--- src/hw/rtl/median_filter_3x3_core_defines.svh ---
// assertion helpers for the median filter block
`ifndef MEDIAN_FILTER_3X3_CORE_DEFINES_SVH
`define MEDIAN_FILTER_3X3_CORE_DEFINES_SVH

// same-cycle implication, sampled on i_clk, quiet in reset
`define MF3_ASSERT_IMP(name, ante, cons, msg) \
    name: assert property (@(posedge i_clk) disable iff (!i_rst_n) (ante) |-> (cons)) \
        else $error(msg);

// next-cycle implication, sampled on i_clk, quiet in reset
`define MF3_ASSERT_NXT(name, ante, cons, msg) \
    name: assert property (@(posedge i_clk) disable iff (!i_rst_n) (ante) |=> (cons)) \
        else $error(msg);

`endif

--- src/hw/rtl/mf3_pkg.sv ---
`default_nettype none

package mf3_pkg;

    localparam int MAX_ROW_BYTES_DEF = 4096;
    localparam int ROW_COUNT_MAX     = 4096;
    localparam int CFG_W             = 13;
    localparam int PIX_W             = 8;
    localparam int WIN               = 3;

    // output queue, sized to cover every stage between accept and queue
    localparam int FIFO_DEPTH = 8;
    localparam int FIFO_PTR_W = $clog2(FIFO_DEPTH);
    localparam int FIFO_CNT_W = $clog2(FIFO_DEPTH + 1);
    localparam logic [FIFO_CNT_W-1:0] FIFO_FULL = FIFO_CNT_W'(FIFO_DEPTH);

    localparam logic REQ_PAD = 1'b1;

    typedef enum logic {
        REG_ROW_BYTES = 1'b0,
        REG_ROW_COUNT = 1'b1
    } t_reg_idx;

    typedef logic [PIX_W-1:0] t_pix;
    typedef logic [WIN*WIN-1:0][PIX_W-1:0] t_win;

    typedef struct packed {
        logic vld;
        logic use_med;
        logic sel_edge;
        logic last;
    } t_flags;

    typedef struct packed {
        t_flags flags;
        t_pix   edge_byte;
    } t_med_ctl;

    typedef struct packed {
        logic s3_vld;
        logic s4_vld;
    } t_med_sts;

    typedef struct packed {
        t_pix filtered_byte;
        logic frame_last;
    } t_res;

    typedef struct packed {
        logic [FIFO_CNT_W-1:0] count;
    } t_fifo_sts;

endpackage

`default_nettype wire

--- src/hw/rtl/mf3_median.sv ---
`default_nettype none

// two-stage median of nine: sort columns, then lo/mid/hi reduction
module mf3_median (
    input  wire logic              i_clk,
    input  wire logic              i_rst_n,
    input  wire mf3_pkg::t_win     i_win,
    input  wire mf3_pkg::t_med_ctl i_ctl,
    output mf3_pkg::t_med_sts      o_sts,
    output logic                   o_res_vld,
    output mf3_pkg::t_res          o_res
);

    function automatic mf3_pkg::t_pix f_min(input mf3_pkg::t_pix a, input mf3_pkg::t_pix b);
        return (a < b) ? a : b;
    endfunction

    function automatic mf3_pkg::t_pix f_max(input mf3_pkg::t_pix a, input mf3_pkg::t_pix b);
        return (a < b) ? b : a;
    endfunction

    function automatic mf3_pkg::t_pix f_med3(input mf3_pkg::t_pix a, input mf3_pkg::t_pix b,
                                             input mf3_pkg::t_pix c);
        return f_max(f_min(a, b), f_min(f_max(a, b), c));
    endfunction

    mf3_pkg::t_pix col_lo [mf3_pkg::WIN];
    mf3_pkg::t_pix col_md [mf3_pkg::WIN];
    mf3_pkg::t_pix col_hi [mf3_pkg::WIN];

    mf3_pkg::t_pix   r_s3_lo [mf3_pkg::WIN];
    mf3_pkg::t_pix   r_s3_md [mf3_pkg::WIN];
    mf3_pkg::t_pix   r_s3_hi [mf3_pkg::WIN];
    mf3_pkg::t_flags r_s3_flags;
    mf3_pkg::t_pix   r_s3_pass;

    mf3_pkg::t_pix   r_s4_lo;
    mf3_pkg::t_pix   r_s4_md;
    mf3_pkg::t_pix   r_s4_hi;
    mf3_pkg::t_flags r_s4_flags;
    mf3_pkg::t_pix   r_s4_pass;

    // per column three-element sorting network
    always_comb begin
        mf3_pkg::t_pix lo1;
        mf3_pkg::t_pix hi1;
        mf3_pkg::t_pix tmp;
        for (int c = 0; c < mf3_pkg::WIN; c++) begin
            lo1 = f_min(i_win[c], i_win[mf3_pkg::WIN + c]);
            hi1 = f_max(i_win[c], i_win[mf3_pkg::WIN + c]);
            tmp = f_max(lo1, i_win[2*mf3_pkg::WIN + c]);
            col_lo[c] = f_min(lo1, i_win[2*mf3_pkg::WIN + c]);
            col_md[c] = f_min(hi1, tmp);
            col_hi[c] = f_max(hi1, tmp);
        end
    end

    always_ff @(posedge i_clk) begin
        if (!i_rst_n) begin
            r_s3_flags <= '0;
            r_s4_flags <= '0;
        end else begin
            r_s3_flags <= i_ctl.flags;
            r_s4_flags <= r_s3_flags;
        end
    end

    always_ff @(posedge i_clk) begin
        r_s3_lo   <= col_lo;
        r_s3_md   <= col_md;
        r_s3_hi   <= col_hi;
        r_s3_pass <= i_ctl.flags.sel_edge ? i_ctl.edge_byte : i_win[mf3_pkg::WIN + 1];
        r_s4_lo   <= f_max(f_max(r_s3_lo[0], r_s3_lo[1]), r_s3_lo[2]);
        r_s4_md   <= f_med3(r_s3_md[0], r_s3_md[1], r_s3_md[2]);
        r_s4_hi   <= f_min(f_min(r_s3_hi[0], r_s3_hi[1]), r_s3_hi[2]);
        r_s4_pass <= r_s3_pass;
    end

    assign o_sts.s3_vld       = r_s3_flags.vld;
    assign o_sts.s4_vld       = r_s4_flags.vld;
    assign o_res_vld          = r_s4_flags.vld;
    assign o_res.filtered_byte = r_s4_flags.use_med ? f_med3(r_s4_lo, r_s4_md, r_s4_hi)
                                                    : r_s4_pass;
    assign o_res.frame_last   = r_s4_flags.last;

endmodule

`default_nettype wire

--- config.mk ---
export PLATFORM = sky130hd
export DESIGN_NAME = mf3_median
export DESIGN_NICKNAME = d
export VERILOG_FILES = /design/src/hw/rtl/median_filter_3x3_core_defines.svh /design/src/hw/rtl/mf3_pkg.sv /design/src/hw/rtl/mf3_median.sv
export SDC_FILE = /design/constraint.sdc
export NUM_CORES = 1
export LEC_CHECK = 0
export BUFFER_PORTS_ARGS = -buffer_cell sky130_fd_sc_hd__buf_2
export CORE_MARGIN = 1.5
export CORE_UTILIZATION = 52
export DETAILED_ROUTE_END_ITERATION = 7
export PLACE_DENSITY = 0.72
export REMOVE_ABC_BUFFERS = 1
export SLEW_MARGIN = 10
export SYNTH_ARGS = -nofsm -noshare
export SYNTH_HDL_FRONTEND = slang
export SYNTH_SLANG_ARGS = --single-unit
--- constraint.sdc ---
create_clock -name i_clk -period 7.5 [get_ports i_clk]
set_clock_uncertainty 0.15 [all_clocks]
set_input_delay 0.375 -clock i_clk [delete_from_list [all_inputs] [get_ports i_clk]]
set_output_delay 0.375 -clock i_clk [all_outputs]
set_load 0.02 [all_outputs]
==> results.ini <==
[finish]
drive_gt1_frac = 0.159
finalNetCount = 1404
diodes = 0
syn2layout_area_growth_pct = 14.2

[worst_setup_path]
crit_family = compound AO/OA/AOI/OAI gates
critPathMaxFanout = 20
startpoint = r_s4_md[1]
endpoint_kind = primary output
worstPathCellList = inv_1, ha_1, a2111o_1, a211oi_4, mux2_2, ha_1, nand4_1, a21oi_1, nand2_1, nor2_1, a211o_1, mux2i_1, ha_1, a21oi_1, nand2_1, a211oi_1, nor2b_1, a31oi_4, nand2b_1, o221ai_1, buf_2
r2r-start = r_s3_md[17]
worst_path_most_repeated_cell = ha_1
crit_buf_inv = 2
crit_type = flip-flop to primary output
slowest_stage = a211oi_4
crit_arrival_ns = 6.24
required_ns = 6.97
cp_slowest_stage_delay_ns = 0.69
startpoint_type = flip-flop

[clock_tree]
h-tree-depth = 4
hold_buffers = 0
clock-sinks = 118
post_cts_resize_count = 0
cts_tree = built
path_clk_slew_ns = 0.06
clockBufferDepth = 2
clkLatencyLatePin_ns = 0.41
numCtsBuffers = 17
root_buffer = clkbuf_16
postCtsSetupRepairBufs = 0

[sta]
tns_ns = 0
min_period_ns = 6.77
finalHoldViolations = 0
fin_crit_sh = 0.902
drv_slew = 0
slew_headroom = 0.276
tightestPinTransition_ns = 1.08
setup_viol = 0
hold_ws_ns = 0.0165
rsz0062_at_grt = no
fmax_mhz = 148

[floorplanning]
initial_utilization = 0.539
core_area_um2 = 16800
fp.dieW_um = 135
die-area_um2 = 18200
core.rowCount = 47
ioPinCount = 98
fp.dieH_um = 135

[power_and_ir_drop]
power_leakage_nw = 5.24
ir_worst_vdd_mv = 0.398
power_w = 0.00543
p_per_area_nw_per_um2 = 527

[global_route]
grt_pass1_wl_um = 35800
top_usage_layer = met2
grt_max_degree = 32
grt_pass1_vias = 7456
met3_usage = 0.0372
antenna_found_initial = 1
grtUsageMet1 = 0.314
use_met2 = 0.438
grt_overflow = 0
grtUsageTotal = 0.252

[synth]
yosys-top-cells-area = dfxtp_1 (26%), ha_1 (18%), mux2i_1 (9.3%)
yosysTopAreaCellShare = 0.262
avgSynthCellArea_um2 = 8.23
synth.most_common_cell = inv_1
synth_ff_type = dfxtp_1
ys_async_sr_fraction = 0
synth_area_um2 = 9030
ys_top_cells_by_count = inv_1 (152), ha_1 (133), dfxtp_1 (118)
synth_warnings = 0
synth_cells = 1097
yosysSeqAreaShare = 0.262
ys_types = 65
synth_edf_count = 0
yosysTopAreaCell = dfxtp_1
ys_ff_latch = 118

[detailed_routing]
dr.pass1.iters = 5
drt_wl_total_um = 22000
num_vias = 7857
wl_per_cell_um = 15.5
drt-vias-per-instance = 5.54
drc_errors = 0
drt_iter0_drc = 333
ant_nets = 0

[hold_path]
min_path_type = input port to flip-flop
min_from = i_ctl[10]

[place]
place_congestion = 0.914
place_hpwl_um = 18100
io_buffers = 97

[run]
cap_viol_max_count = 0

[run_status]
status = finished, final reports clean

-- report_power, final --
| group | internal, W | switching [W] | total (W) |
|---|---|---|---|
| combinational | 0.00144 | 0.00209 | 0.00352 |
| sequential | 0.000874 | 0.000182 | 0.00106 |
| clock | 0.000556 | 0.000294 | 0.000850 |
-- final timing paths --
| kind | slack (ns) | cells after the start | end |
|---|---|---|---|
| setup reg to reg | 1.47 | 21 | r_s4_md[0] |
| hold reg to reg | 0.17 | 0 | r_s4_pass[3] |
| hold / removal | 0.02 | 2 | r_s3_flags[2] |
| setup / recovery | 0.73 | 21 | o_res[2] |
-- final cells by class --
type                            instances  area [um2]
Fill cell                            1478        6450
Clock inverter                         15         203
Clock buffer                           17         425
Tap cell                              220         275
Timing Repair Buffer                  103         531
Multi-Input combinational cell        793        5940
Sequential cell                       118        2360
Inverter                              152         571
-- routing by layer --
metal,share of wire,vias to the layer above
met2,0.48,200
met1,0.45,3565
met4,0.027,2
met3,0.045,41
met5,0.00036,-
li1,-,4049
-- registers in the layout (all words and copies together), names as in the netlist --
name        flops
r_s3_flags      2
o_sts           1
r_s4_flags      1
r_s3_hi        24
r_s4_hi         8
o_res_vld       1
r_s3_md        24
r_s3_lo        24
r_s4_pass       8
o_res           1
r_s4_lo         8
r_s4_md         8
r_s3_pass       8
-- through the flow --
step | area, um2 | util | worst slack [ns] | instances
2_1_floorplan | 8860 | - | 0.951 | 1063
3_3_place_gp | 9680 | 0.578 | 1.35 | 1386
3_5_place_dp | 9680 | 0.578 | 1.18 | 1386
4_1_cts | 10300 | 0.615 | 0.788 | 1418
5_1_grt | 10300 | 0.615 | 0.301 | 1418
6_report | 10300 | 0.615 | 0.735 | 1418
-- cell families after synthesis --
| family | after synthesis | share of synthesized area |
|---|---|---|
| and+or+nand+nor | 263 | 0.134 |
| DFF | 118 | 0.262 |
| AOI/OAI and AO/OA | 273 | 0.195 |
| adders and majority gates | 133 | 0.184 |
| buffers and inverters | 186 | 0.0814 |
| muxes | 124 | 0.143 |
-- worst reg2reg max path: cells and delay by family (launching register included) --
| kind | cells | cell delay, ns |
|---|---|---|
| AO/OA/AOI/OAI | 9 | 2.24 |
| AND/OR/NAND/NOR | 4 | 1.06 |
| adder cells (fa/ha/maj) | 3 | 0.88 |
| buffers and inverters | 3 | 0.57 |
| multiplexers | 2 | 0.55 |
| flip-flops | 1 | 0.42 |
-- cell usage in the layout, fill, tap and decap left out, types with 10 or more instances in the layout --
cell / netlist / final
buf_2: 11 / 97
ha_1: 133 / 133
mux2i_1: 84 / 84
dfxtp_1: 118 / 118
a211oi_1: 13 / 13
nor3_1: 17 / 17
and2_1: 10 / 10
mux2_2: 39 / 39
a21oi_1: 70 / 70
clkbuf_16: 0 / 17
nand4_1: 11 / 11
inv_1: 152 / 152
o21ai_0: 92 / 92
a21o_1: 21 / 21
nand2b_1: 10 / 10
nand2_1: 96 / 96
nand3_1: 18 / 18
nor2_1: 72 / 72
Note: power is estimated with default switching activity, not from simulation.
