### src/hw/rtl/median_filter_3x3_core_defines.svh
// assertion helpers for the median filter block
`ifndef MEDIAN_FILTER_3X3_CORE_DEFINES_SVH
`define MEDIAN_FILTER_3X3_CORE_DEFINES_SVH

// same-cycle implication, sampled on i_clk, quiet in reset
`define MF3_ASSERT_IMP(name, ante, cons, msg) \
    name: assert property (@(posedge i_clk) disable iff (!i_rst_n) (ante) |-> (cons)) \
        else $error(msg);

// next-cycle implication, sampled on i_clk, quiet in reset
`define MF3_ASSERT_NXT(name, ante, cons, msg) \
    name: assert property (@(posedge i_clk) disable iff (!i_rst_n) (ante) |=> (cons)) \
        else $error(msg);

`endif

### src/hw/rtl/mf3_pkg.sv
`default_nettype none

package mf3_pkg;

    localparam int MAX_ROW_BYTES_DEF = 4096;
    localparam int ROW_COUNT_MAX     = 4096;
    localparam int CFG_W             = 13;
    localparam int PIX_W             = 8;
    localparam int WIN               = 3;

    // output queue, sized to cover every stage between accept and queue
    localparam int FIFO_DEPTH = 8;
    localparam int FIFO_PTR_W = $clog2(FIFO_DEPTH);
    localparam int FIFO_CNT_W = $clog2(FIFO_DEPTH + 1);
    localparam logic [FIFO_CNT_W-1:0] FIFO_FULL = FIFO_CNT_W'(FIFO_DEPTH);

    localparam logic REQ_PAD = 1'b1;

    typedef enum logic {
        REG_ROW_BYTES = 1'b0,
        REG_ROW_COUNT = 1'b1
    } t_reg_idx;

    typedef logic [PIX_W-1:0] t_pix;
    typedef logic [WIN*WIN-1:0][PIX_W-1:0] t_win;

    typedef struct packed {
        logic vld;
        logic use_med;
        logic sel_edge;
        logic last;
    } t_flags;

    typedef struct packed {
        t_flags flags;
        t_pix   edge_byte;
    } t_med_ctl;

    typedef struct packed {
        logic s3_vld;
        logic s4_vld;
    } t_med_sts;

    typedef struct packed {
        t_pix filtered_byte;
        logic frame_last;
    } t_res;

    typedef struct packed {
        logic [FIFO_CNT_W-1:0] count;
    } t_fifo_sts;

endpackage

`default_nettype wire

### src/hw/rtl/mf3_out_if.sv
`default_nettype none

interface mf3_out_if;
    logic          valid;
    logic          ready;
    mf3_pkg::t_pix filtered_byte;
    logic          frame_last;

    modport source (output valid, output filtered_byte, output frame_last, input ready);
    modport sink   (input valid, input filtered_byte, input frame_last, output ready);
endinterface

`default_nettype wire

### src/hw/rtl/mf3_fifo.sv
`default_nettype none

// result queue; the producer holds back by credit, so push never meets a full queue
module mf3_fifo (
    input  wire logic          i_clk,
    input  wire logic          i_rst_n,
    input  wire logic          i_push,
    input  wire mf3_pkg::t_res i_data,
    output mf3_pkg::t_fifo_sts o_sts,
    mf3_out_if.source          o_out
);

    mf3_pkg::t_res                   r_mem [mf3_pkg::FIFO_DEPTH];
    logic [mf3_pkg::FIFO_PTR_W-1:0]  r_wptr;
    logic [mf3_pkg::FIFO_PTR_W-1:0]  r_rptr;
    logic [mf3_pkg::FIFO_CNT_W-1:0]  r_count;
    logic [mf3_pkg::FIFO_PTR_W-1:0]  n_wptr;
    logic [mf3_pkg::FIFO_PTR_W-1:0]  n_rptr;
    logic [mf3_pkg::FIFO_CNT_W-1:0]  n_count;
    logic                            pop;

    localparam logic [mf3_pkg::FIFO_PTR_W-1:0] PTR_LAST =
        mf3_pkg::FIFO_PTR_W'(mf3_pkg::FIFO_DEPTH - 1);

    assign pop = o_out.valid && o_out.ready;

    always_comb begin
        n_wptr  = r_wptr;
        n_rptr  = r_rptr;
        n_count = r_count;
        if (i_push) begin
            n_wptr = (r_wptr == PTR_LAST) ? '0 : r_wptr + 1'b1;
        end
        if (pop) begin
            n_rptr = (r_rptr == PTR_LAST) ? '0 : r_rptr + 1'b1;
        end
        if (i_push && !pop) begin
            n_count = r_count + 1'b1;
        end else if (!i_push && pop) begin
            n_count = r_count - 1'b1;
        end
    end

    always_ff @(posedge i_clk) begin
        if (!i_rst_n) begin
            r_wptr  <= '0;
            r_rptr  <= '0;
            r_count <= '0;
        end else begin
            r_wptr  <= n_wptr;
            r_rptr  <= n_rptr;
            r_count <= n_count;
        end
    end

    always_ff @(posedge i_clk) begin
        if (i_push) begin
            r_mem[r_wptr] <= i_data;
        end
    end

    assign o_sts.count         = r_count;
    assign o_out.valid         = (r_count != '0);
    assign o_out.filtered_byte = r_mem[r_rptr].filtered_byte;
    assign o_out.frame_last    = r_mem[r_rptr].frame_last;

endmodule

`default_nettype wire

### src/flat_wrapper.sv
// flat-port wrapper written by rule: the top's interface ports become plain ports
module mf3_fifo_flat 
  (i_clk, i_rst_n, i_push, i_data, o_sts, o_out_valid, o_out_filtered_byte, o_out_frame_last, o_out_ready);
  mf3_out_if o_out_i ();
  input  wire logic i_clk;
  input  wire logic i_rst_n;
  input  wire logic i_push;
  input  wire mf3_pkg::t_res i_data;
  output mf3_pkg::t_fifo_sts o_sts;
  output wire logic [$bits(o_out_i.valid)-1:0] o_out_valid;
  output wire logic [$bits(o_out_i.filtered_byte)-1:0] o_out_filtered_byte;
  output wire logic [$bits(o_out_i.frame_last)-1:0] o_out_frame_last;
  input wire logic [$bits(o_out_i.ready)-1:0] o_out_ready;
  assign o_out_valid = o_out_i.valid;
  assign o_out_filtered_byte = o_out_i.filtered_byte;
  assign o_out_frame_last = o_out_i.frame_last;
  assign o_out_i.ready = o_out_ready;
  mf3_fifo u_core (.i_clk(i_clk), .i_rst_n(i_rst_n), .i_push(i_push), .i_data(i_data), .o_sts(o_sts), .o_out(o_out_i));
endmodule
### config.mk
export PLATFORM = sky130hd
export DESIGN_NAME = mf3_fifo_flat
export DESIGN_NICKNAME = d
export VERILOG_FILES = /design/src/hw/rtl/median_filter_3x3_core_defines.svh /design/src/hw/rtl/mf3_pkg.sv /design/src/hw/rtl/mf3_out_if.sv /design/src/hw/rtl/mf3_fifo.sv /design/src/flat_wrapper.sv
export SDC_FILE = /design/constraint.sdc
export NUM_CORES = 1
export LEC_CHECK = 0
export BUFFER_PORTS_ARGS = -buffer_cell sky130_fd_sc_hd__buf_2
export CAP_MARGIN = 10
export CORE_MARGIN = 2
export CORE_UTILIZATION = 59
export DETAILED_ROUTE_END_ITERATION = 10
export GPL_TIMING_DRIVEN = 0
export HOLD_SLACK_MARGIN = 0.06
export PLACE_DENSITY = 0.79
export SLEW_MARGIN = 20
export SYNTH_ARGS = -nofsm -noshare
export SYNTH_HDL_FRONTEND = slang
export SYNTH_SLANG_ARGS = --single-unit
export TNS_END_PERCENT = 30
### constraint.sdc
create_clock -name i_clk -period 2.8 [get_ports i_clk]
set_clock_uncertainty 0.1 [all_clocks]
set_input_delay 0.7 -clock i_clk [delete_from_list [all_inputs] [get_ports i_clk]]
set_output_delay 0.7 -clock i_clk [all_outputs]
set_load 0.01 [all_outputs]
==> out/metrics.json, run 1 <==
{
  "ff2ff_path_depth": {"value": 9},
  "total_leakage_power": {"value": 1.39, "unit": "nW"},
  "clockBufferDepth": {"value": 2},
  "antenna_violations_before_repair": {"value": 0},
  "peakVddDrop": {"value": 0.481, "unit": "mV"},
  "fillerInstances": {"value": 363},
  "endpoint_kind": {"value": "output port"},
  "syn_area": {"value": 3450, "unit": "um2"},
  "crit-reg2reg-launch": {"value": "u_core.o_sts[0]"},
  "maxCapViolations": {"value": 0},
  "data_required_time_of_the_worst_path": {"value": 2.00, "unit": "ns"},
  "die_h": {"value": 80.4, "unit": "um"},
  "hold_depth": {"value": 2},
  "netlist_top_cells_count": {"value": "edfxtp_1 (72), mux4_1 (18), dfxtp_1 (13), mux2_2 (9)"},
  "detail_route.iter0.violations": {"value": 130},
  "ys_seq_elements": {"value": 85},
  "power_density": {"value": 778, "unit": "nW/um2"},
  "drtAntennaViolNets": {"value": 0},
  "first_global_vias": {"value": 1756},
  "post_route_cells_drive_above_1_share": {"value": 0.284},
  "maxClockFrequency": {"value": 0.364, "unit": "GHz"},
  "finalPower": {"value": 3.05, "unit": "mW"},
  "postRouteWirelength": {"value": 6.07, "unit": "mm"},
  "n_antenna_cell": {"value": 0},
  "area_growth": {"value": 13.7, "unit": "%"},
  "drt_drc_violations_left": {"value": 0},
  "wire_per_inst": {"value": 20.6, "unit": "um"},
  "synth_top_area_cell": {"value": "edfxtp_1"},
  "synth-seq-area-share": {"value": 0.703},
  "maximum_number_of_pins_on_one_net_before_global_route_repair": {"value": 14},
  "nNetsFinal": {"value": 238},
  "worstSkewPairLatency": {"value": 0.34, "unit": "ns"},
  "total_core_area": {"value": 5570, "unit": "um2"},
  "globalplace.congestion": {"value": 0.674},
  "final_util": {"value": 0.703},
  "setup_viol": {"value": 0},
  "die_area": {"value": 6470, "unit": "um2"},
  "worst_r2r_dst": {"value": "u_core.o_sts[3]"},
  "post_synth_inst_count": {"value": 176},
  "mappedNetlistNets": {"value": 197},
  "grt_usage": {"value": 0.204},
  "die_width": {"value": 80.4, "unit": "um"},
  "overflow": {"value": 0},
  "cts_made_buffers": {"value": 9},
  "max-slew-margin-rel": {"value": 0.304},
  "ctsRootBufferMaster": {"value": "clkbuf_8"},
  "synth_largest_type_area_fraction": {"value": 0.627},
  "tightestPinTransition": {"value": 1.04, "unit": "ns"},
  "first_pass_grt_wire_length": {"value": 9.05, "unit": "mm"},
  "setup_total_negative_slack": {"value": 0, "unit": "ns"},
  "io_pins": {"value": 27},
  "synth-async-reset-ratio": {"value": 0},
  "ys_dominant_reg_cell": {"value": "edfxtp_1"},
  "cts_sinks": {"value": 85},
  "worst_path_arrival": {"value": 1.95, "unit": "ns"},
  "synth.lib_cells_used.distinct": {"value": 30},
  "drt-pass1-iter-count": {"value": 4},
  "fin_hold_ws": {"value": 0.394, "unit": "ns"},
  "number_of_max_slew_violations_in_the_final_report": {"value": 0},
  "yosysMostFrequentCell": {"value": "edfxtp_1"},
  "synth-edff-count": {"value": 72},
  "status": {"value": "completed"},
  "worst_hold_path_startpoint": {"value": "u_core.o_sts[3]"},
  "r2r_slack": {"value": 0.17, "unit": "ns"},
  "hp-class": {"value": "flip-flop to flip-flop"},
  "detailedPlacementHpwl": {"value": 3.90, "unit": "mm"},
  "clk_pin_slew_worst_paths": {"value": 0.08, "unit": "ns"},
  "hold_critical_path_endpoint": {"value": "u_core.o_sts[3]"},
  "timing.setup.critical_path_class": {"value": "flip-flop to output port"},
  "crit_fanout": {"value": 5},
  "yosys-top-cells-area": {"value": "edfxtp_1 (63%), mux4_1 (14%), dfxtp_1 (7.5%)"},
  "finalHoldViolCount": {"value": 0},
  "tritoncts_clock_tree": {"value": "yes"},
  "via_count": {"value": 1707},
  "cts_hold_repair.buffers": {"value": 0},
  "initial_utilization": {"value": 0.618},
  "final.min_clock_period": {"value": 2.75, "unit": "ns"},
  "placement.io_buffers": {"value": 26},
  "startpoint_type": {"value": "flip-flop"},
  "post_route_clock_period_utilization": {"value": 0.982},
  "placement_rows": {"value": 27},
  "ys_warn_count": {"value": 0},
  "vias_per_cell": {"value": 5.81},
  "ctsHtreeMaxLevel": {"value": 3},
  "syn-mean-instance-area": {"value": 19.6, "unit": "um2"}
}
worst max-delay path: stages (launching register included):
cell and delay [ns]:
dfxtp_1 0.33, buf_6 0.14, buf_12 0.12, mux4_1 0.59, mux2_2 0.29, buf_2 0.14
final cells by class:
class / count / area (um2) / area share
Buffer: 6 / 47.5 / 0.0121
Timing Repair Buffer: 31 / 180 / 0.0460
Inverter: 1 / 3.75 / 0.000958
Multi-Input combinational cell: 83 / 982 / 0.251
Tap cell: 72 / 90.1 / 0.0230
Clock buffer: 11 / 141 / 0.0361
Clock inverter: 5 / 50.0 / 0.0128
Sequential cell: 85 / 2420 / 0.618
how the worst max path moves through the flow:
stage and end:
6_report o_out_frame_last, 5_1_grt o_out_frame_last, 4_1_cts o_out_filtered_byte[0], 3_5_place_dp o_out_frame_last
3_3_place_gp o_out_filtered_byte[0], 2_1_floorplan u_core.o_sts[3]
metal layers:
layer	up-vias	share of wire	GRT usage
met4	0	0.024	0.0864
met5	-	0	0
met3	13	0.037	0.0494
li1	793	-	-
met2	44	0.53	0.361
met1	857	0.41	0.237
report_power, final:
group / total [mW] / switching [mW] / internal, mW
Sequential: 1.50 / 0.0622 / 1.44
Combinational: 0.717 / 0.327 / 0.390
Clock: 0.831 / 0.400 / 0.431
Total: 3.05 / 0.789 / 2.26
what timing repair did:
| item | 4_1_cts | 5_1_grt |
|---|---|---|
| buffers inserted | 0 | 4 |
| endpoints found under the hold margin | 0 | 0 |
| setup endpoints to repair | 9 | 10 |
| gates resized for setup | 1 | 1 |
| pin swaps | 0 | 0 |
logic make-up (layout without fill, tap and decap cells):
logic type                 Yosys count  count (layout)  share of synthesized area
adders and majority gates            8               8                     0.0312
DFF                                 85              85                      0.703
buffers and inverters                8              54                     0.0160
and+or+nand+nor                     34              34                     0.0512
xor gates and xnor gates             2               2                    0.00508
muxes                               31              31                      0.178
AOI/OAI and AO/OA                    8               8                     0.0156
stage by stage:
stage          instances  setup WS [ns]  instance area [um2]
2_1_floorplan        176          0.367                 3450
3_3_place_gp         274          0.164                 3670
3_5_place_dp         275          0.154                 3680
4_1_cts              290        0.00518                 3870
5_1_grt              294       -0.00365                 3920
6_report             294         0.0506                 3920
flip-flops by register name, indices dropped and copies added (netlist names), named ones only:
signal	count
u_core.r_mem	72
u_core.r_rptr	3
u_core.r_wptr	3
u_core.o_sts	4
cell usage in the layout (no fill, tap or decap), drive strengths merged:
cell,n
bufinv,1
a31oi,1
nor3,2
a21boi,4
inv,1
or3,1
mux4,18
edfxtp,72
a211oi,1
and2,2
nand3b,1
or4,1
nand4b,1
nand2,8
nor2b,3
nand3,2
nor2,8
mux2i,4
xnor2,2
a21oi,1
mux2,9
clkbuf,13
buf,35
clkinv,4
fa,1
nand2b,5
dfxtp,13
o21ai,1
ha,7
No activity file was read; power rests on OpenSTA's default activity.
==> run 2: changes to the inputs <==
--- a/config.mk
+++ b/config.mk
@@ -8,11 +8,11 @@
 export BUFFER_PORTS_ARGS = -buffer_cell sky130_fd_sc_hd__buf_2
 export CAP_MARGIN = 10
 export CORE_MARGIN = 2
-export CORE_UTILIZATION = 59
+export CORE_UTILIZATION = 63
 export DETAILED_ROUTE_END_ITERATION = 10
 export GPL_TIMING_DRIVEN = 0
 export HOLD_SLACK_MARGIN = 0.06
-export PLACE_DENSITY = 0.79
+export PLACE_DENSITY = 0.83
 export SLEW_MARGIN = 20
 export SYNTH_ARGS = -nofsm -noshare
 export SYNTH_HDL_FRONTEND = slang
==> constraint.sdc (replaced) <==
create_clock -name i_clk -period 3.4 [get_ports i_clk]
set_clock_uncertainty 0.1 [all_clocks]
set_input_delay 0.85 -clock i_clk [delete_from_list [all_inputs] [get_ports i_clk]]
set_output_delay 0.85 -clock i_clk [all_outputs]
set_load 0.01 [all_outputs]
==> out/metrics.json, run 2 (synthesis results as in run 1) <==
{
  "status": {"value": "completed", "change": "unchanged"},
  "largest_register_ffs": {"value": 72, "change": "unchanged"},
  "die_h": {"value": 78.0, "unit": "um", "change": "was 80.4 um"},
  "placement.io_buffers": {"value": 26, "change": "unchanged"},
  "peakVddDrop": {"value": 0.642, "unit": "mV", "change": "was 0.481 mV"},
  "clockBufferDepth": {"value": 2, "change": "unchanged"},
  "die_width": {"value": 78.0, "unit": "um", "change": "was 80.4 um"},
  "cts_sinks": {"value": 85, "change": "unchanged"},
  "globalplace.congestion": {"value": 0.749, "change": "was 0.674"},
  "post_route_cells_drive_above_1_share": {"value": 0.257, "change": "was 0.284"},
  "initial_utilization": {"value": 0.662, "change": "was 0.618"},
  "n_antenna_cell": {"value": 0, "change": "unchanged"},
  "cts_made_buffers": {"value": 9, "change": "unchanged"},
  "grtUsageMet2": {"value": 0.357, "change": "was 0.361"},
  "tritoncts_clock_tree": {"value": "yes", "change": "unchanged"},
  "crit_path_top_delay_cell": {"value": "clkbuf_1", "change": "was mux4_1"},
  "first_global_vias": {"value": 1759, "change": "was 1756"},
  "postRouteWirelength": {"value": 5.88, "unit": "mm", "change": "was 6.07 mm"},
  "cts_hold_repair.buffers": {"value": 0, "change": "unchanged"},
  "critical_path.top_delay_family": {"value": "buffers and inverters", "change": "was multiplexers"},
  "via_count": {"value": 1739, "change": "was 1707"},
  "data_required_time_of_the_worst_path": {"value": 2.45, "unit": "ns", "change": "was 2.00 ns"},
  "count_of_buffer_and_inverter_cells_on_the_critical_path": {"value": 3, "change": "unchanged"},
  "grt_util_met3": {"value": 0.0419, "change": "was 0.0494"},
  "die_area": {"value": 6080, "unit": "um2", "change": "was 6470 um2"},
  "tightestPinTransition": {"value": 1.01, "unit": "ns", "change": "was 1.04 ns"},
  "dpl-instance-area": {"value": 3670, "unit": "um2", "change": "was 3680 um2"},
  "area_growth": {"value": 13.5, "unit": "%", "change": "was 13.7%"},
  "most_common_cell_after_layout_fill_and_taps_aside": {"value": "edfxtp_1", "change": "unchanged"},
  "slowest_delay": {"value": 0.42, "unit": "ns", "change": "was 0.59 ns"},
  "stdcell_area": {"value": 3910, "unit": "um2", "change": "was 3920 um2"},
  "worstSkewPairLatency": {"value": 0.35, "unit": "ns", "change": "was 0.34 ns"},
  "io_pins": {"value": 27, "change": "unchanged"},
  "cpMostUsedCell": {"value": "buf_2"},
  "detail_route.iter0.violations": {"value": 116, "change": "was 130"},
  "grt_usage": {"value": 0.216, "change": "was 0.204"},
  "ctsRootBufferMaster": {"value": "clkbuf_8", "change": "unchanged"},
  "maxClockFrequency": {"value": 0.317, "unit": "GHz"},
  "startpoint_type": {"value": "flip-flop", "change": "unchanged"},
  "r2r_slack": {"value": 0.75, "unit": "ns", "change": "was 0.17 ns"},
  "top_register": {"value": "u_core.r_mem", "change": "unchanged"},
  "postCtsResizedCells": {"value": 0, "change": "was 1"},
  "clk_pin_slew_worst_paths": {"value": 0.08, "unit": "ns", "change": "about the same"},
  "crit_fanout": {"value": 10, "change": "was 5"},
  "ctsHtreeMaxLevel": {"value": 3, "change": "unchanged"},
  "final.min_clock_period": {"value": 3.15, "unit": "ns"},
  "total_core_area": {"value": 5200, "unit": "um2", "change": "was 5570 um2"},
  "vias_per_cell": {"value": 6.04, "change": "was 5.81"},
  "first_pass_grt_wire_length": {"value": 9.36, "unit": "mm", "change": "was 9.05 mm"},
  "wire_per_inst": {"value": 20.4, "unit": "um", "change": "was 20.6 um"},
  "drt-pass1-iter-count": {"value": 4, "change": "unchanged"},
  "overflow": {"value": 0, "change": "unchanged"},
  "post_route_clock_period_utilization": {"value": 0.927},
  "drt_drc_violations_left": {"value": 0, "change": "unchanged"},
  "nNetsFinal": {"value": 234, "change": "was 238"},
  "worst_path_arrival": {"value": 2.20, "unit": "ns", "change": "was 1.95 ns"},
  "grt.busiest_layer": {"value": "met2", "change": "unchanged"},
  "post-cts-setup-buffers": {"value": 0, "change": "unchanged"},
  "maximum_number_of_pins_on_one_net_before_global_route_repair": {"value": 15, "change": "was 14"},
  "maxCapViolations": {"value": 0, "change": "unchanged"},
  "hp-class": {"value": "flip-flop to flip-flop", "change": "unchanged"},
  "global_route.usage.met1": {"value": 0.285, "change": "was 0.237"},
  "number_of_max_slew_violations_in_the_final_report": {"value": 0, "change": "unchanged"},
  "timing.setup.critical_path_class": {"value": "flip-flop to output port", "change": "unchanged"},
  "endpoint_kind": {"value": "output port", "change": "unchanged"},
  "max-slew-margin-rel": {"value": 0.326, "change": "was 0.304"},
  "setup_repair_after_global_routing_missed_its_margin": {"value": "false"},
  "placement_rows": {"value": 26, "change": "was 27"},
  "detailedPlacementHpwl": {"value": 3.86, "unit": "mm", "change": "was 3.90 mm"},
  "setup_viol": {"value": 0, "change": "unchanged"},
  "setup_total_negative_slack": {"value": 0, "unit": "ns", "change": "unchanged"},
  "drtAntennaViolNets": {"value": 0, "change": "unchanged"},
  "finalHoldViolCount": {"value": 0, "change": "unchanged"},
  "total_leakage_power": {"value": 1.37, "unit": "nW", "change": "was 1.39 nW"},
  "power_density": {"value": 672, "unit": "nW/um2", "change": "was 778 nW/um2"},
  "layout_common_cells": {"value": "edfxtp_1 (72), buf_2 (27), mux4_1 (18)", "change": "unchanged"},
  "antenna_violations_before_repair": {"value": 0, "change": "unchanged"},
  "critical_path.cell_chain": {"value": "clkbuf_1 -> buf_2 -> mux4_1 -> mux2_2 -> buf_2", "change": "was buf_6 -> buf_12 -> mux4_1 -> mux2_2 -> buf_2"}
}
[run 2: stage by stage]
step           utilization  hold WS [ns]  setup WS (ns)  power (mW)  instances
2_1_floorplan            -         0.364          0.967        1.65        176
3_3_place_gp         0.704         0.374          0.669        1.78        272
3_5_place_dp         0.706         0.392          0.576        1.82        272
4_1_cts              0.752         0.404          0.195        2.64        288
5_1_grt              0.752         0.446         0.0604        2.74        288
6_report             0.752         0.407          0.247        2.63        288
[run 2: metal layers]
layer | routed length [um] | share of wire | vias to the layer above
met2 | 3050 | 0.52 | 61
met5 | 0 | 0 | -
li1 | - | - | 789
met4 | 106 | 0.018 | 0
met1 | 2490 | 0.42 | 877
met3 | 238 | 0.040 | 12
[run 2: worst reg2reg max path: cells and delay by family (launching register included)]
kind            cells  cell delay, ns
fa+ha+maj           2            0.53
flops               1            0.37
compound gates      3            0.54
simple gates        2            0.76
buf+inv             1            0.09
mux                 1            0.20
[run 2: path summary, 6_finish.rpt]
check             startpoint                     end  cells past startpoint
max                flip-flop  o_out_filtered_byte[4]                      5
min          u_core.o_sts[3]         u_core.o_sts[3]                      2
max reg2reg  u_core.o_sts[0]         u_core.o_sts[3]                      9
min reg2reg  u_core.o_sts[3]         u_core.o_sts[3]                      2
[run 2: layout make-up]
type	instances	area, um2
Buffer	7	51.3
Clock buffer	9	124
Clock inverter	7	114
Fill cell	308	1290
Inverter	1	3.75
Multi-Input combinational cell	83	980
Sequential cell	85	2420
Tap cell	70	87.6
Timing Repair Buffer	26	130
[run 2: where the power goes]
group | switching [mW] | internal [mW]
clock network | 0.352 | 0.484
registers | 0.0434 | 1.19
logic | 0.271 | 0.295
total | 0.666 | 1.96
==> run 3: changes to the inputs <==
--- a/config.mk
+++ b/config.mk
@@ -8,11 +8,10 @@
 export BUFFER_PORTS_ARGS = -buffer_cell sky130_fd_sc_hd__buf_2
 export CAP_MARGIN = 10
 export CORE_MARGIN = 2
-export CORE_UTILIZATION = 63
+export CORE_UTILIZATION = 35
 export DETAILED_ROUTE_END_ITERATION = 10
 export GPL_TIMING_DRIVEN = 0
 export HOLD_SLACK_MARGIN = 0.06
-export PLACE_DENSITY = 0.83
 export SLEW_MARGIN = 20
 export SYNTH_ARGS = -nofsm -noshare
 export SYNTH_HDL_FRONTEND = slang
==> out/metrics.json, run 3 (synthesis results as in run 1) <==
{
  "tritoncts_clock_tree": {"value": "yes", "change": "unchanged"},
  "setup_total_negative_slack": {"value": 0, "unit": "ns", "change": "unchanged"},
  "drt_drc_violations_left": {"value": 0, "change": "unchanged"},
  "antenna_violations_before_repair": {"value": 0, "change": "unchanged"},
  "tightestPinTransition": {"value": 1.05, "unit": "ns", "change": "was 1.01 ns"},
  "via_count": {"value": 1665, "change": "was 1739"},
  "postRouteWirelength": {"value": 5.85, "unit": "mm", "change": "was 5.88 mm"},
  "power_density": {"value": 617, "unit": "nW/um2", "change": "was 672 nW/um2"},
  "detail_route.iter0.violations": {"value": 53, "change": "was 116"},
  "grt_usage": {"value": 0.119, "change": "was 0.216"},
  "r2r_slack": {"value": 0.81, "unit": "ns", "change": "was 0.75 ns"},
  "startpoint_type": {"value": "flip-flop", "change": "unchanged"},
  "cts_made_buffers": {"value": 9, "change": "unchanged"},
  "endpoint_kind": {"value": "output port", "change": "unchanged"},
  "worst_hold_path_startpoint": {"value": "u_core.o_sts[3]", "change": "unchanged"},
  "drt-pass1-iter-count": {"value": 4, "change": "unchanged"},
  "area_growth": {"value": 15.0, "unit": "%", "change": "was 13.5%"},
  "most_common_cell_after_layout_fill_and_taps_aside": {"value": "edfxtp_1", "change": "unchanged"},
  "placement_rows": {"value": 36, "change": "was 26"},
  "critical_path.cell_chain": {"value": "clkbuf_1 -> buf_2 -> mux4_1 -> mux2_2 -> buf_2", "change": "unchanged"},
  "initial_utilization": {"value": 0.356, "change": "was 0.662"},
  "die_area": {"value": 10700, "unit": "um2", "change": "was 6080 um2"},
  "cts_hold_repair.buffers": {"value": 0, "change": "unchanged"},
  "number_of_max_slew_violations_in_the_final_report": {"value": 0, "change": "unchanged"},
  "total_core_area": {"value": 9680, "unit": "um2", "change": "was 5200 um2"},
  "slowest_delay": {"value": 0.47, "unit": "ns", "change": "was 0.42 ns"},
  "fin_hold_ws": {"value": 0.395, "unit": "ns", "change": "was 0.407 ns"},
  "layout_common_cells": {"value": "edfxtp_1 (72), buf_2 (27), mux4_1 (18)", "change": "unchanged"},
  "stdcell_area": {"value": 3960, "unit": "um2", "change": "was 3910 um2"},
  "detailedPlace.worstSlack": {"value": 0.501, "unit": "ns", "change": "was 0.576 ns"},
  "ctsRootBufferMaster": {"value": "clkbuf_8", "change": "unchanged"},
  "count_of_buffer_and_inverter_cells_on_the_critical_path": {"value": 3, "change": "unchanged"},
  "crit_path_top_delay_cell": {"value": "clkbuf_1", "change": "unchanged"},
  "finalHoldViolCount": {"value": 0, "change": "unchanged"},
  "peakVddDrop": {"value": 0.366, "unit": "mV", "change": "was 0.642 mV"},
  "setup_viol": {"value": 0, "change": "unchanged"},
  "io_pins": {"value": 27, "change": "unchanged"},
  "cts_sinks": {"value": 85, "change": "unchanged"},
  "critical_path.top_delay_family": {"value": "buffers and inverters", "change": "unchanged"},
  "hold_depth": {"value": 2, "change": "unchanged"},
  "vias_per_cell": {"value": 4.72, "change": "was 6.04"},
  "placement.io_buffers": {"value": 26, "change": "unchanged"},
  "first_global_vias": {"value": 1692, "change": "was 1759"},
  "crit-reg2reg-launch": {"value": "u_core.o_sts[0]", "change": "unchanged"},
  "worstSkewPairLatency": {"value": 0.34, "unit": "ns", "change": "was 0.35 ns"},
  "timing.setup.critical_path_class": {"value": "flip-flop to output port", "change": "unchanged"},
  "largest_register_ffs": {"value": 72, "change": "unchanged"},
  "worst_r2r_dst": {"value": "u_core.o_sts[3]", "change": "unchanged"},
  "ff2ff_path_depth": {"value": 9, "change": "unchanged"},
  "layout_setup_ws": {"value": 0.140, "unit": "ns", "change": "was 0.247 ns"},
  "globalplace.congestion": {"value": 0.702, "change": "was 0.749"},
  "overflow": {"value": 0, "change": "unchanged"},
  "status": {"value": "completed", "change": "unchanged"},
  "max-slew-margin-rel": {"value": 0.298, "change": "was 0.326"},
  "hold_critical_path_endpoint": {"value": "u_core.o_sts[3]", "change": "unchanged"},
  "worst_path_arrival": {"value": 2.31, "unit": "ns", "change": "was 2.20 ns"},
  "setup_repair_after_global_routing_missed_its_margin": {"value": "false", "change": "unchanged"},
  "detailedPlacementHpwl": {"value": 3.69, "unit": "mm", "change": "was 3.86 mm"},
  "nNetsFinal": {"value": 236, "change": "was 234"},
  "post_route_cells_drive_above_1_share": {"value": 0.268, "change": "was 0.257"},
  "die_h": {"value": 103, "unit": "um", "change": "was 78.0 um"},
  "final.min_clock_period": {"value": 3.26, "unit": "ns", "change": "was 3.15 ns"},
  "crit_fanout": {"value": 10, "change": "unchanged"},
  "data_required_time_of_the_worst_path": {"value": 2.45, "unit": "ns", "change": "about the same"},
  "drtAntennaViolNets": {"value": 0, "change": "unchanged"},
  "first_pass_grt_wire_length": {"value": 8.84, "unit": "mm", "change": "was 9.36 mm"},
  "dpl-instance-area": {"value": 3770, "unit": "um2", "change": "was 3670 um2"},
  "cpMostUsedCell": {"value": "buf_2", "change": "unchanged"},
  "ctsHtreeMaxLevel": {"value": 3, "change": "unchanged"},
  "wire_per_inst": {"value": 16.6, "unit": "um", "change": "was 20.4 um"},
  "maxClockFrequency": {"value": 0.307, "unit": "GHz", "change": "was 0.317 GHz"},
  "maxCapViolations": {"value": 0, "change": "unchanged"},
  "post_route_clock_period_utilization": {"value": 0.959, "change": "was 0.927"},
  "n_antenna_cell": {"value": 0, "change": "unchanged"},
  "clk_pin_slew_worst_paths": {"value": 0.09, "unit": "ns", "change": "was 0.08 ns"},
  "post-cts-setup-buffers": {"value": 0, "change": "unchanged"},
  "clockBufferDepth": {"value": 2, "change": "unchanged"},
  "die_width": {"value": 103, "unit": "um", "change": "was 78.0 um"},
  "total_leakage_power": {"value": 1.36, "unit": "nW", "change": "was 1.37 nW"},
  "postCtsResizedCells": {"value": 0, "change": "unchanged"},
  "top_register": {"value": "u_core.r_mem", "change": "unchanged"},
  "maximum_number_of_pins_on_one_net_before_global_route_repair": {"value": 16, "change": "was 15"},
  "fillerInstances": {"value": 863, "change": "was 308"},
  "hp-class": {"value": "flip-flop to flip-flop", "change": "unchanged"}
}
## run 3: cell count changes in the layout (fill, tap and decap cells not counted)
cell        before  now
inv_6            0    1
clkbuf_8         9   11
bufinv_16        3    0
buf_4            0    2
clkinv_2         1    0
clkinv_1         1    0
clkinv_4         0    3
clkinvlp_4       2    1
## run 3: routing by layer
layer / up-vias / wire length (um) / GRT usage
met5: - / 0 / 0
met4: 0 / 59 / 0.0364
met3: 8 / 247 / 0.0457
met2: 35 / 2860 / 0.201
met1: 825 / 2680 / 0.142
li1: 797 / - / -
## run 3: how the worst max path moves through the flow
stage                              to            start  cells after the start
6_report             o_out_frame_last        flip-flop                      5
5_1_grt        o_out_filtered_byte[6]        flip-flop                      5
4_1_cts              o_out_frame_last        flip-flop                      5
3_5_place_dp         o_out_frame_last        flip-flop                      5
3_3_place_gp       u_core.r_mem[2][5]           i_push                      3
2_1_floorplan         u_core.o_sts[3]  u_core.o_sts[0]                      9
## run 3: area by class of cell
cell class                 instances  area [um2]  area share
buffer                             7        51.3      0.0129
clock buffer                      11         151      0.0382
clock inverter                     5        42.5      0.0107
inverter                           1        3.75    0.000947
multi-input combinational         83         980       0.247
sequential                        85        2420       0.611
tap                              133         166      0.0420
timing repair buffer              28         145      0.0366
## run 3: tightest hold or removal path: stages, from the launching register on
cell and delay, ns:
dfxtp_1 0.34, nand2_1 0.06, mux2i_1 0.06
## run 3: stage by stage
| stage | std cells | utilization | total power [mW] |
|---|---|---|---|
| 3_5_place_dp | 337 | 0.389 | 1.82 |
| 2_1_floorplan | 176 | - | 1.65 |
| 4_1_cts | 353 | 0.409 | 2.49 |
| 6_report | 353 | 0.409 | 2.45 |
| 3_3_place_gp | 335 | 0.387 | 1.81 |
| 5_1_grt | 353 | 0.409 | 2.60 |
## run 3: where the power goes
| group | internal (mW) | switching, mW |
|---|---|---|
| clock | 0.312 | 0.351 |
| sequential | 1.18 | 0.0385 |
| combinational | 0.294 | 0.266 |
| total | 1.79 | 0.656 |
